$ cat config.mk
export PLATFORM = sky130hd
export DESIGN_NAME = game_pad_poll_sequencer
export DESIGN_NICKNAME = d
export VERILOG_FILES = /design/src/rtl/core/gpps_pkg.sv /design/src/rtl/core/game_pad_poll_sequencer.sv /design/src/rtl/core/gpps_fsm.sv
export SDC_FILE = /design/constraint.sdc
export NUM_CORES = 1
export LEC_CHECK = 0
export ABC_AREA = 1
export BUFFER_PORTS_ARGS = -buffer_cell sky130_fd_sc_hd__buf_2
export CAP_MARGIN = 20
export CELL_PAD_IN_SITES_DETAIL_PLACEMENT = 1
export CELL_PAD_IN_SITES_GLOBAL_PLACEMENT = 1
export CORE_UTILIZATION = 44
export DETAILED_ROUTE_END_ITERATION = 6
export PLACE_DENSITY_LB_ADDON = 0.08
export SLEW_MARGIN = 25
export SYNTH_ARGS = -nofsm -noshare
export SYNTH_HDL_FRONTEND = slang
export SYNTH_SLANG_ARGS = --single-unit
export TNS_END_PERCENT = 50
$ cat constraint.sdc
create_clock -name clock -period 4.5 [get_ports clock]
set_input_delay 0.225 -clock clock [delete_from_list [all_inputs] [get_ports clock]]
set_output_delay 0.225 -clock clock [all_outputs]
set_load 0.01 [all_outputs]
$ cat src/rtl/core/gpps_pkg.sv
// Types, codes and constants shared by the game pad poll sequencer.
// No dependencies.
package gpps_pkg;

   localparam int MAX_REPLY_BYTES = 8;
   localparam int IDX_W = $clog2(MAX_REPLY_BYTES);
   localparam int LEN_W = $clog2(MAX_REPLY_BYTES + 1);
   localparam int RAW_LEN_W = 6;

   localparam logic [1:0] MODE_START = 2'd0;
   localparam logic [1:0] MODE_RX    = 2'd1;
   localparam logic [1:0] MODE_ACK   = 2'd2;
   localparam logic [1:0] MODE_TICK  = 2'd3;

   localparam logic [1:0] ST_COMPLETE   = 2'd0;
   localparam logic [1:0] ST_NO_DEVICE  = 2'd1;
   localparam logic [1:0] ST_NO_ACK_HDR = 2'd2;
   localparam logic [1:0] ST_ACK_LOST   = 2'd3;

   localparam logic [1:0] CSR_SETTLE = 2'd0;
   localparam logic [1:0] CSR_ACK_TO = 2'd1;
   localparam logic [1:0] CSR_RX_TO  = 2'd2;

   localparam logic [7:0]  CMD_START  = 8'h01;
   localparam logic [7:0]  CMD_POLL   = 8'h42;
   localparam logic [7:0]  CMD_IDLE   = 8'h00;
   localparam logic [7:0]  RX_MISSING = 8'hFF;
   localparam logic [7:0]  AXIS_REST  = 8'h80;
   localparam logic [3:0]  KIND_ANALOG_A = 4'h5;
   localparam logic [3:0]  KIND_ANALOG_B = 4'h7;
   localparam logic [15:0] BUTTON_INV = 16'hFFFF;

   localparam logic [7:0]  SETTLE_RESET = 8'd6;
   localparam logic [9:0]  ACK_TO_RESET = 10'd50;
   localparam logic [15:0] RX_TO_RESET  = 16'd100;

   typedef enum logic [2:0] {
      PH_IDLE,
      PH_SETTLE,
      PH_ACK_FIRST,
      PH_RX,
      PH_ACK_BYTE,
      PH_END
   } gpps_phase_type;

   typedef logic [MAX_REPLY_BYTES-1:0][7:0] gpps_reply_type;

   typedef struct packed {
      logic [7:0]  settle_ticks;
      logic [9:0]  ack_timeout_ticks;
      logic [15:0] rx_timeout_ticks;
   } gpps_cfg_type;

   typedef struct packed {
      logic [15:0] buttons;
      logic        is_analog;
      logic [7:0]  right_x;
      logic [7:0]  right_y;
      logic [7:0]  left_x;
      logic [7:0]  left_y;
   } gpps_res_type;

   typedef struct packed {
      logic         tx_valid;
      logic [7:0]   tx_byte;
      logic         select_active;
      logic         port_select;
      logic         done_res;
      logic [1:0]   status;
      gpps_res_type res;
   } gpps_rsp_type;

   localparam gpps_res_type RES_CLEAR = '{
      buttons: 16'h0000, is_analog: 1'b0,
      right_x: AXIS_REST, right_y: AXIS_REST, left_x: AXIS_REST, left_y: AXIS_REST
   };

   function automatic gpps_reply_type reply_init_f();
      gpps_reply_type r;
      for (int i = 0; i < MAX_REPLY_BYTES; i++) begin
         r[i] = (i < 4) ? 8'h00 : AXIS_REST;
      end
      return r;
   endfunction

endpackage

$ cat src/rtl/core/game_pad_poll_sequencer.sv
// Game pad poll sequencer top level: control registers, sequencer, result register.
// Depends on gpps_pkg and gpps_fsm.
//
//   channel | direction | handshake             | payload
//   req     | in        | req_valid / req_ready | req_mode, req_port, req_rx_byte
//   rsp     | out       | rsp_valid / rsp_ready | tx, select, done, status, pad data
//   csr     | in        | csr_write             | csr_index, csr_data
//
// One event word in per cycle while ready; its result word is out the next cycle.
// req_ready drops only while a result is held and rsp_ready is low.
// Synchronous reset: idle, select off, timeouts to their defaults.
// Sequencer state advances only on an accepted word.
module game_pad_poll_sequencer (
   input  logic        clock,
   input  logic        reset,
   input  logic        req_valid,
   output logic        req_ready,
   input  logic [1:0]  req_mode,
   input  logic        req_port,
   input  logic [7:0]  req_rx_byte,
   output logic        rsp_valid,
   input  logic        rsp_ready,
   output logic        rsp_tx_valid,
   output logic [7:0]  rsp_tx_byte,
   output logic        rsp_select_active,
   output logic        rsp_port_select,
   output logic        rsp_done_res,
   output logic [1:0]  rsp_status,
   output logic [15:0] rsp_buttons,
   output logic        rsp_is_analog,
   output logic [7:0]  rsp_right_x,
   output logic [7:0]  rsp_right_y,
   output logic [7:0]  rsp_left_x,
   output logic [7:0]  rsp_left_y,
   input  logic        csr_write,
   input  logic [1:0]  csr_index,
   input  logic [15:0] csr_data
);

   gpps_pkg::gpps_cfg_type cfg_ff;
   gpps_pkg::gpps_rsp_type rsp_in, rsp_ff;
   logic                   rsp_valid_ff;
   logic                   accept;

   assign req_ready = !rsp_valid_ff || rsp_ready;
   assign accept    = req_valid && req_ready;

   always_ff @(posedge clock) begin
      if (reset) begin
         cfg_ff.settle_ticks      <= gpps_pkg::SETTLE_RESET;
         cfg_ff.ack_timeout_ticks <= gpps_pkg::ACK_TO_RESET;
         cfg_ff.rx_timeout_ticks  <= gpps_pkg::RX_TO_RESET;
      end else if (csr_write) begin
         unique case (csr_index)
            gpps_pkg::CSR_SETTLE: cfg_ff.settle_ticks      <= csr_data[7:0];
            gpps_pkg::CSR_ACK_TO: cfg_ff.ack_timeout_ticks <= csr_data[9:0];
            gpps_pkg::CSR_RX_TO:  cfg_ff.rx_timeout_ticks  <= csr_data;
            default: ;
         endcase
      end
   end

   gpps_fsm u_fsm (
      .clock   (clock),
      .reset   (reset),
      .accept  (accept),
      .mode    (req_mode),
      .port    (req_port),
      .rx_byte (req_rx_byte),
      .cfg     (cfg_ff),
      .rsp     (rsp_in)
   );

   always_ff @(posedge clock) begin
      if (reset) begin
         rsp_valid_ff <= 1'b0;
      end else if (accept) begin
         rsp_valid_ff <= 1'b1;
      end else if (rsp_ready) begin
         rsp_valid_ff <= 1'b0;
      end
   end

   always_ff @(posedge clock) begin
      if (accept) rsp_ff <= rsp_in;
   end

   assign rsp_valid         = rsp_valid_ff;
   assign rsp_tx_valid      = rsp_ff.tx_valid;
   assign rsp_tx_byte       = rsp_ff.tx_byte;
   assign rsp_select_active = rsp_ff.select_active;
   assign rsp_port_select   = rsp_ff.port_select;
   assign rsp_done_res      = rsp_ff.done_res;
   assign rsp_status        = rsp_ff.status;
   assign rsp_buttons       = rsp_ff.res.buttons;
   assign rsp_is_analog     = rsp_ff.res.is_analog;
   assign rsp_right_x       = rsp_ff.res.right_x;
   assign rsp_right_y       = rsp_ff.res.right_y;
   assign rsp_left_x        = rsp_ff.res.left_x;
   assign rsp_left_y        = rsp_ff.res.left_y;

endmodule

$ cat src/rtl/core/gpps_fsm.sv
// Poll sequencer state and next-state logic: one event per accepted word.
// Depends on gpps_pkg.
module gpps_fsm (
   input  logic                 clock,
   input  logic                 reset,
   input  logic                 accept,
   input  logic [1:0]           mode,
   input  logic                 port,
   input  logic [7:0]           rx_byte,
   input  gpps_pkg::gpps_cfg_type cfg,
   output gpps_pkg::gpps_rsp_type rsp
);

   gpps_pkg::gpps_phase_type phase_ff, phase_in;
   logic [15:0]                  timer_ff, timer_in;
   gpps_pkg::gpps_reply_type     bytes_ff, bytes_in;
   logic [gpps_pkg::IDX_W-1:0]   idx_ff, idx_in;
   logic [gpps_pkg::LEN_W-1:0]   len_ff, len_in;
   gpps_pkg::gpps_res_type       res_ff, res_in;
   logic                         latch_ff, latch_in;
   logic                         sel_ff, sel_in;
   logic                         port_ff, port_in;
   logic [1:0]                   end_ff, end_in;

   logic                         tick;
   logic                         store, begin_rx, send_first, do_decode, end_req, fin;
   logic [7:0]                   store_val;
   logic [gpps_pkg::IDX_W-1:0]   begin_idx;
   logic [1:0]                   end_code, fin_code;
   logic [gpps_pkg::RAW_LEN_W-1:0] raw_len;
   logic [3:0]                   kind;

   assign tick = (mode == gpps_pkg::MODE_TICK);

   always_comb begin
      phase_in   = phase_ff;
      timer_in   = tick ? timer_ff + 16'd1 : timer_ff;
      bytes_in   = bytes_ff;
      idx_in     = idx_ff;
      len_in     = len_ff;
      res_in     = res_ff;
      latch_in   = latch_ff;
      sel_in     = sel_ff;
      port_in    = port_ff;
      end_in     = end_ff;
      store      = 1'b0;
      store_val  = rx_byte;
      begin_rx   = 1'b0;
      begin_idx  = '0;
      send_first = 1'b0;
      do_decode  = 1'b0;
      end_req    = 1'b0;
      end_code   = gpps_pkg::ST_COMPLETE;
      fin        = 1'b0;
      fin_code   = gpps_pkg::ST_COMPLETE;
      raw_len    = '0;
      kind       = '0;
      rsp.tx_valid = 1'b0;
      rsp.tx_byte  = gpps_pkg::CMD_IDLE;
      rsp.done_res = 1'b0;
      rsp.status   = gpps_pkg::ST_COMPLETE;

      unique case (phase_ff)
         gpps_pkg::PH_IDLE: begin
            timer_in = '0;
            if (mode == gpps_pkg::MODE_START) begin
               res_in   = gpps_pkg::RES_CLEAR;
               bytes_in = gpps_pkg::reply_init_f();
               port_in  = port;
               sel_in   = 1'b1;
               latch_in = 1'b0;
               idx_in   = '0;
               len_in   = '0;
               end_in   = gpps_pkg::ST_COMPLETE;
               phase_in = gpps_pkg::PH_SETTLE;
               if (cfg.settle_ticks == 8'd0) send_first = 1'b1;
            end
         end
         gpps_pkg::PH_SETTLE: begin
            if (tick && timer_in >= {8'd0, cfg.settle_ticks}) send_first = 1'b1;
         end
         gpps_pkg::PH_ACK_FIRST: begin
            if (mode == gpps_pkg::MODE_ACK) begin
               begin_rx = 1'b1;
            end else if (tick && timer_in >= {6'd0, cfg.ack_timeout_ticks}) begin
               fin      = 1'b1;
               fin_code = gpps_pkg::ST_NO_DEVICE;
            end
         end
         gpps_pkg::PH_RX: begin
            if (mode == gpps_pkg::MODE_RX) begin
               store = 1'b1;
            end else if (mode == gpps_pkg::MODE_ACK) begin
               latch_in = 1'b1;
            end else if (tick && timer_in >= cfg.rx_timeout_ticks) begin
               store     = 1'b1;
               store_val = gpps_pkg::RX_MISSING;
            end
         end
         gpps_pkg::PH_ACK_BYTE: begin
            if (mode == gpps_pkg::MODE_ACK) begin
               begin_rx  = 1'b1;
               begin_idx = idx_ff + 1'b1;
            end else if (tick && timer_in >= {6'd0, cfg.ack_timeout_ticks}) begin
               end_req = 1'b1;
               if (idx_ff == '0) begin
                  end_code = gpps_pkg::ST_NO_ACK_HDR;
               end else begin
                  do_decode = 1'b1;
                  end_code  = gpps_pkg::ST_ACK_LOST;
               end
            end
         end
         gpps_pkg::PH_END: begin
            if (tick && timer_in >= {8'd0, cfg.settle_ticks}) begin
               fin      = 1'b1;
               fin_code = end_ff;
            end
         end
         default: begin
            phase_in = gpps_pkg::PH_IDLE;
            sel_in   = 1'b0;
         end
      endcase

      // reply byte stored: header sets the length, last byte ends the exchange
      if (store) begin
         bytes_in[idx_ff] = store_val;
         if (idx_ff == '0) begin
            raw_len = ({2'b00, store_val[3:0]} + 6'd1) << 1;
            if (raw_len > gpps_pkg::RAW_LEN_W'(gpps_pkg::MAX_REPLY_BYTES))
               len_in = gpps_pkg::LEN_W'(gpps_pkg::MAX_REPLY_BYTES);
            else
               len_in = raw_len[gpps_pkg::LEN_W-1:0];
         end
         if (idx_ff != '0 &&
             (gpps_pkg::LEN_W'(idx_ff) + gpps_pkg::LEN_W'(1)) >= len_ff) begin
            do_decode = 1'b1;
            end_req   = 1'b1;
            end_code  = gpps_pkg::ST_COMPLETE;
         end else begin
            timer_in = '0;
            phase_in = gpps_pkg::PH_ACK_BYTE;
            if (latch_ff) begin
               latch_in  = 1'b0;
               begin_rx  = 1'b1;
               begin_idx = idx_ff + 1'b1;
            end
         end
      end

      if (begin_rx) begin
         idx_in       = begin_idx;
         timer_in     = '0;
         phase_in     = gpps_pkg::PH_RX;
         rsp.tx_valid = 1'b1;
         rsp.tx_byte  = (begin_idx == '0) ? gpps_pkg::CMD_POLL : gpps_pkg::CMD_IDLE;
         latch_in     = 1'b0;
      end

      if (send_first) begin
         rsp.tx_valid = 1'b1;
         rsp.tx_byte  = gpps_pkg::CMD_START;
         latch_in     = 1'b0;
         timer_in     = '0;
         phase_in     = gpps_pkg::PH_ACK_FIRST;
      end

      if (do_decode) begin
         kind = bytes_in[0][7:4];
         res_in.buttons = {bytes_in[3], bytes_in[2]} ^ gpps_pkg::BUTTON_INV;
         if (kind == gpps_pkg::KIND_ANALOG_A || kind == gpps_pkg::KIND_ANALOG_B) begin
            res_in.is_analog = 1'b1;
            res_in.right_x   = bytes_in[4];
            res_in.right_y   = bytes_in[5];
            res_in.left_x    = bytes_in[6];
            res_in.left_y    = bytes_in[7];
         end
      end

      if (end_req) begin
         end_in   = end_code;
         timer_in = '0;
         phase_in = gpps_pkg::PH_END;
         if (cfg.settle_ticks == 8'd0) begin
            fin      = 1'b1;
            fin_code = end_code;
         end
      end

      if (fin) begin
         sel_in       = 1'b0;
         phase_in     = gpps_pkg::PH_IDLE;
         timer_in     = '0;
         rsp.done_res = 1'b1;
         rsp.status   = fin_code;
      end

      rsp.select_active = sel_in;
      rsp.port_select   = port_in;
      rsp.res           = res_in;
   end

   always_ff @(posedge clock) begin
      if (reset) begin
         phase_ff <= gpps_pkg::PH_IDLE;
         timer_ff <= '0;
         bytes_ff <= gpps_pkg::reply_init_f();
         idx_ff   <= '0;
         len_ff   <= '0;
         res_ff   <= gpps_pkg::RES_CLEAR;
         latch_ff <= 1'b0;
         sel_ff   <= 1'b0;
         port_ff  <= 1'b0;
         end_ff   <= gpps_pkg::ST_COMPLETE;
      end else if (accept) begin
         phase_ff <= phase_in;
         timer_ff <= timer_in;
         bytes_ff <= bytes_in;
         idx_ff   <= idx_in;
         len_ff   <= len_in;
         res_ff   <= res_in;
         latch_ff <= latch_in;
         sel_ff   <= sel_in;
         port_ff  <= port_in;
         end_ff   <= end_in;
      end
   end

endmodule

==> metrics.md <==
| Metric | Value |
|---|---|
| Most frequent standard cell in the layout excluding fill and tap cells | sky130_fd_sc_hd__nand2_1 |
| Remaining DRCs | 9 |
| Per-cell via count in the routed design | 5.29 |
| Critical path peak fanout | 32 |
| IR drop worst, VDD | 0.222 mV |
| WL final | 35100 µm |
| Number of fill cells in the layout | 3395 |
| Fraction of layout cells with a size suffix above 1 | 12.2% |
| Launching element type of the critical path | flip-flop |
| Global-route congestion overflow total | 0 |
| Iter 0 DRT Violations | 638 |
| Final setup violation count | 0 |
| Worst setup path class | reg -> reg |
| Sequential element share of the synthesized area | 42.6% |
| Yosys warning total | 0 |
| Primary FF master, synth | sky130_fd_sc_hd__dfxtp_1 |
| Final weighted congestion in routability-driven placement | 0.808 |
| Count of standard-cell rows | 59 |
| Vias in the first global route | 11200 |
| Most frequent cells in the layout | 329 x sky130_fd_sc_hd__nand2_1, 235 x sky130_fd_sc_hd__inv_1, 214 x sky130_fd_sc_hd__nor2_1 |
| Min Tclk post-route | 4.09 ns |
| Reported leakage power | 6.65 nW |
| Crit. End Element | flip-flop |
| CTS clock-pin slew for the worst setup and hold paths | 0.06 ns |
| Max Transition Viols Final | 0 |
| Unrepaired setup endpoints after global routing | no |
| Post-synth EDFFs | 57 |
| Cell chosen for the clock root | sky130_fd_sc_hd__clkbuf_16 |
| Number of distinct standard cells referenced by the synthesized netlist | 47 |
| Worst Hold Class | in -> reg |
| Failing checks | design-rule violations |
| Least-Margin Pin Slew | 0.967 ns |
| Wire length of the first global-routing pass | 57900 µm |
| Portion of total power attributed to combinational logic | 11.8% |
| Net count of the finished layout | 1796 |
| Die Outline Area | 27500 µm² |
| Initial antenna violation count | 0 |
| Maximum number of pins on one net before global-route repair | 91 |
| Number of instances in the synthesized netlist | 1642 |
| Internal Dissipation | 3.54 mW |
| Switching power of the nets | 1.29 mW |
| HPWL after DPL | 23000 µm |
| Detailed-routing iteration count for the pre-antenna-repair pass | 7 |
| Sequential cell area | 5040 µm² |
| Relative area change from synthesis to final layout | 14.2% |
| Power Density | 358 nW/µm² |
| Fraction of registers with async set/reset | 0% |
| Highest attainable clock frequency | 245 MHz |
| Final standard cell count with taps included and fillers excluded | 2075 |
| Max-slew headroom at the worst pin | 35.4% |
| GRT Total Usage | 25.7% |
| Setup bufs post-CTS | 0 |
| Worst endpoint data arrival time | 4.38 ns |
| Routed wirelength normalized by instance count | 16.9 µm |
| Number of antenna diodes | 0 |
| Post-synthesis instance area | 11800 µm² |
| Register bit total from synthesis | 223 |
| Starting Density | 45.1% |
| Summed negative setup slack over all endpoints | 0 ns |
| Top-level port count | 99 |
| Horizontal die dimension | 166 µm |
| Cells after DPL | 2014 |
| Die extent in y | 166 µm |
| CTS H-Tree Depth | 1 |
| Share of total power consumed by net switching | 26.7% |
| Via count | 11000 |
| Cts bufs inserted | 26 |
| Remaining antenna violation count after routing | 0 |
| Max-capacitance violation count | 0 |
| Per-instance average area after synthesis | 7.20 µm² |
| Final hold slack | 0.0212 ns |
| Clock latency on the worst-skew pair | 0.53 ns |
| Area inside the core boundary | 26200 µm² |
| Combined area of the multi-input logic cells | 5470 µm² |
| Clock power frac | 41.9% |
| Largest buffer count on any clock path | 3 |
| Final Cycle Share | 90.8% |
| Hold violation count in the final report | 0 |
| Clock skew | 0.00779 ns |
| Reg power frac | 46.2% |
| Endpoint required time on the critical path | 4.79 ns |
| TritonCTS clock tree | yes |
| Clock net sink count | 223 |
| Number of buffers added on ports | 93 |
| Outcome | complete, but fails checks |
cell type report:
| type | instances | area share [%] |
|---|---|---|
| Clock buffer | 36 | 5.33 |
| Clock inverter | 12 | 0.593 |
| Inverter | 243 | 6.81 |
| Multi-Input combinational cell | 1089 | 40.5 |
| Sequential cell | 223 | 37.3 |
| Tap cell | 335 | 3.10 |
| Timing Repair Buffer | 137 | 6.33 |
stage by stage:
| stage | power [mW] | utilization [%] | setup slack (ns) | instance area [µm²] |
|---|---|---|---|---|
| after floorplan | 2.65 | - | 1.18 | 11800 |
| after global placement | 2.81 | 47.9 | 0.388 | 12500 |
| after detailed placement | 2.84 | 47.9 | 0.147 | 12500 |
| after CTS | 4.87 | 51.4 | 0.220 | 13500 |
| after global routing | 5.04 | 51.5 | 0.0153 | 13500 |
| final | 4.83 | 51.5 | 0.413 | 13500 |
logic make-up (layout without fill, tap and decap cells):
group	count (synthesis)	in the layout	share of synthesized area [%]
flops	223	223	42.6
fa+ha+maj	42	42	4.45
other cells	1	5	0.0317
xor+xnor	7	7	0.519
buf+inv	334	428	11.4
simple gates	748	748	27.9
compound gates	287	287	13.1
what timing repair did:
| item | 4_1_cts | 5_1_grt |
|---|---|---|
| resized for setup | 0 | 7 |
| setup endpoints to repair | 0 | 67 |
| hold buffers | 13 | 0 |
| hold endpoints to repair | 18 | 0 |
critical path, cell delays in order (launching register included):
cell	delay, ns
sky130_fd_sc_hd__dfxtp_1	0.41
sky130_fd_sc_hd__ha_1	0.18
sky130_fd_sc_hd__inv_1	0.09
sky130_fd_sc_hd__nor2_8	0.17
sky130_fd_sc_hd__nand4_4	0.13
sky130_fd_sc_hd__nor2_4	0.12
sky130_fd_sc_hd__nand2_1	0.05
sky130_fd_sc_hd__nand2_1	0.11
sky130_fd_sc_hd__inv_1	0.05
sky130_fd_sc_hd__ha_1	0.26
sky130_fd_sc_hd__nand2_1	0.05
sky130_fd_sc_hd__inv_1	0.11
sky130_fd_sc_hd__nand3_1	0.11
sky130_fd_sc_hd__nor3_2	0.20
sky130_fd_sc_hd__nand2_1	0.10
sky130_fd_sc_hd__nand3_1	0.10
sky130_fd_sc_hd__nand2_1	0.11
sky130_fd_sc_hd__inv_2	0.15
sky130_fd_sc_hd__nor2_1	0.08
sky130_fd_sc_hd__o21ai_0	0.27
sky130_fd_sc_hd__nand2_1	0.11
sky130_fd_sc_hd__nor2_2	0.22
sky130_fd_sc_hd__buf_8	0.30
sky130_fd_sc_hd__nand3_1	0.15
sky130_fd_sc_hd__and2_1	0.19
sequential cells by signal, indices dropped and copies added, names as in the netlist, 4 cells and up:
signal / count
rsp_right_y: 8
u_fsm.bytes_ff: 51
cfg_ff: 34
rsp_left_y: 8
u_fsm.len_ff: 4
rsp_buttons: 16
u_fsm.res_ff: 49
rsp_left_x: 8
rsp_right_x: 8
u_fsm.timer_ff: 16
routing by layer:
metal / wire [µm] / vias up / track usage (%)
li1: - / 5437 / -
met1: 17300 / 5324 / 35.8
met2: 16200 / 171 / 43.3
met3: 1200 / 36 / 2.65
met4: 436 / 0 / 4.59
met5: 0 / - / 0
cell usage after synthesis (20+ instances only):
| library cell | n | area share, % |
|---|---|---|
| sky130_fd_sc_hd__o211ai_1 | 27 | 1.7 |
| sky130_fd_sc_hd__a21oi_1 | 106 | 4.5 |
| sky130_fd_sc_hd__o21ai_0 | 118 | 5.0 |
| sky130_fd_sc_hd__dfxtp_1 | 166 | 28 |
| sky130_fd_sc_hd__nand2_1 | 331 | 11 |
| sky130_fd_sc_hd__inv_1 | 236 | 7.5 |
| sky130_fd_sc_hd__ha_1 | 42 | 4.4 |
| sky130_fd_sc_hd__edfxtp_1 | 57 | 14 |
| sky130_fd_sc_hd__nand3_2 | 20 | 1.7 |
| sky130_fd_sc_hd__nand3_1 | 125 | 5.3 |
| sky130_fd_sc_hd__clkbuf_1 | 61 | 1.9 |
| sky130_fd_sc_hd__nor2_1 | 214 | 6.8 |
final timing paths:
kind / slack (ns) / cells after the start / start / endpoint
worst max-delay path: 0.41 / 24 / u_fsm.timer_ff[0] / rsp_left_x[7]
worst min-delay path: 0.02 / 3 / req_port / rsp_port_select
worst max register to register: 0.41 / 24 / u_fsm.timer_ff[0] / rsp_left_x[7]
worst min register to register: 0.46 / 2 / u_fsm.len_ff[0] / u_fsm.len_ff[0]
power by group through the flow:
stage          clock [mW]  sequential, mW  combinational [mW]
2_1_floorplan           0            2.29               0.362
3_3_place_gp            0            2.27               0.538
3_5_place_dp            0            2.28               0.559
4_1_cts              2.06            2.23               0.574
5_1_grt              2.15            2.24               0.647
6_report             2.03            2.23               0.571
Note: power is estimated with default switching activity, not from simulation.
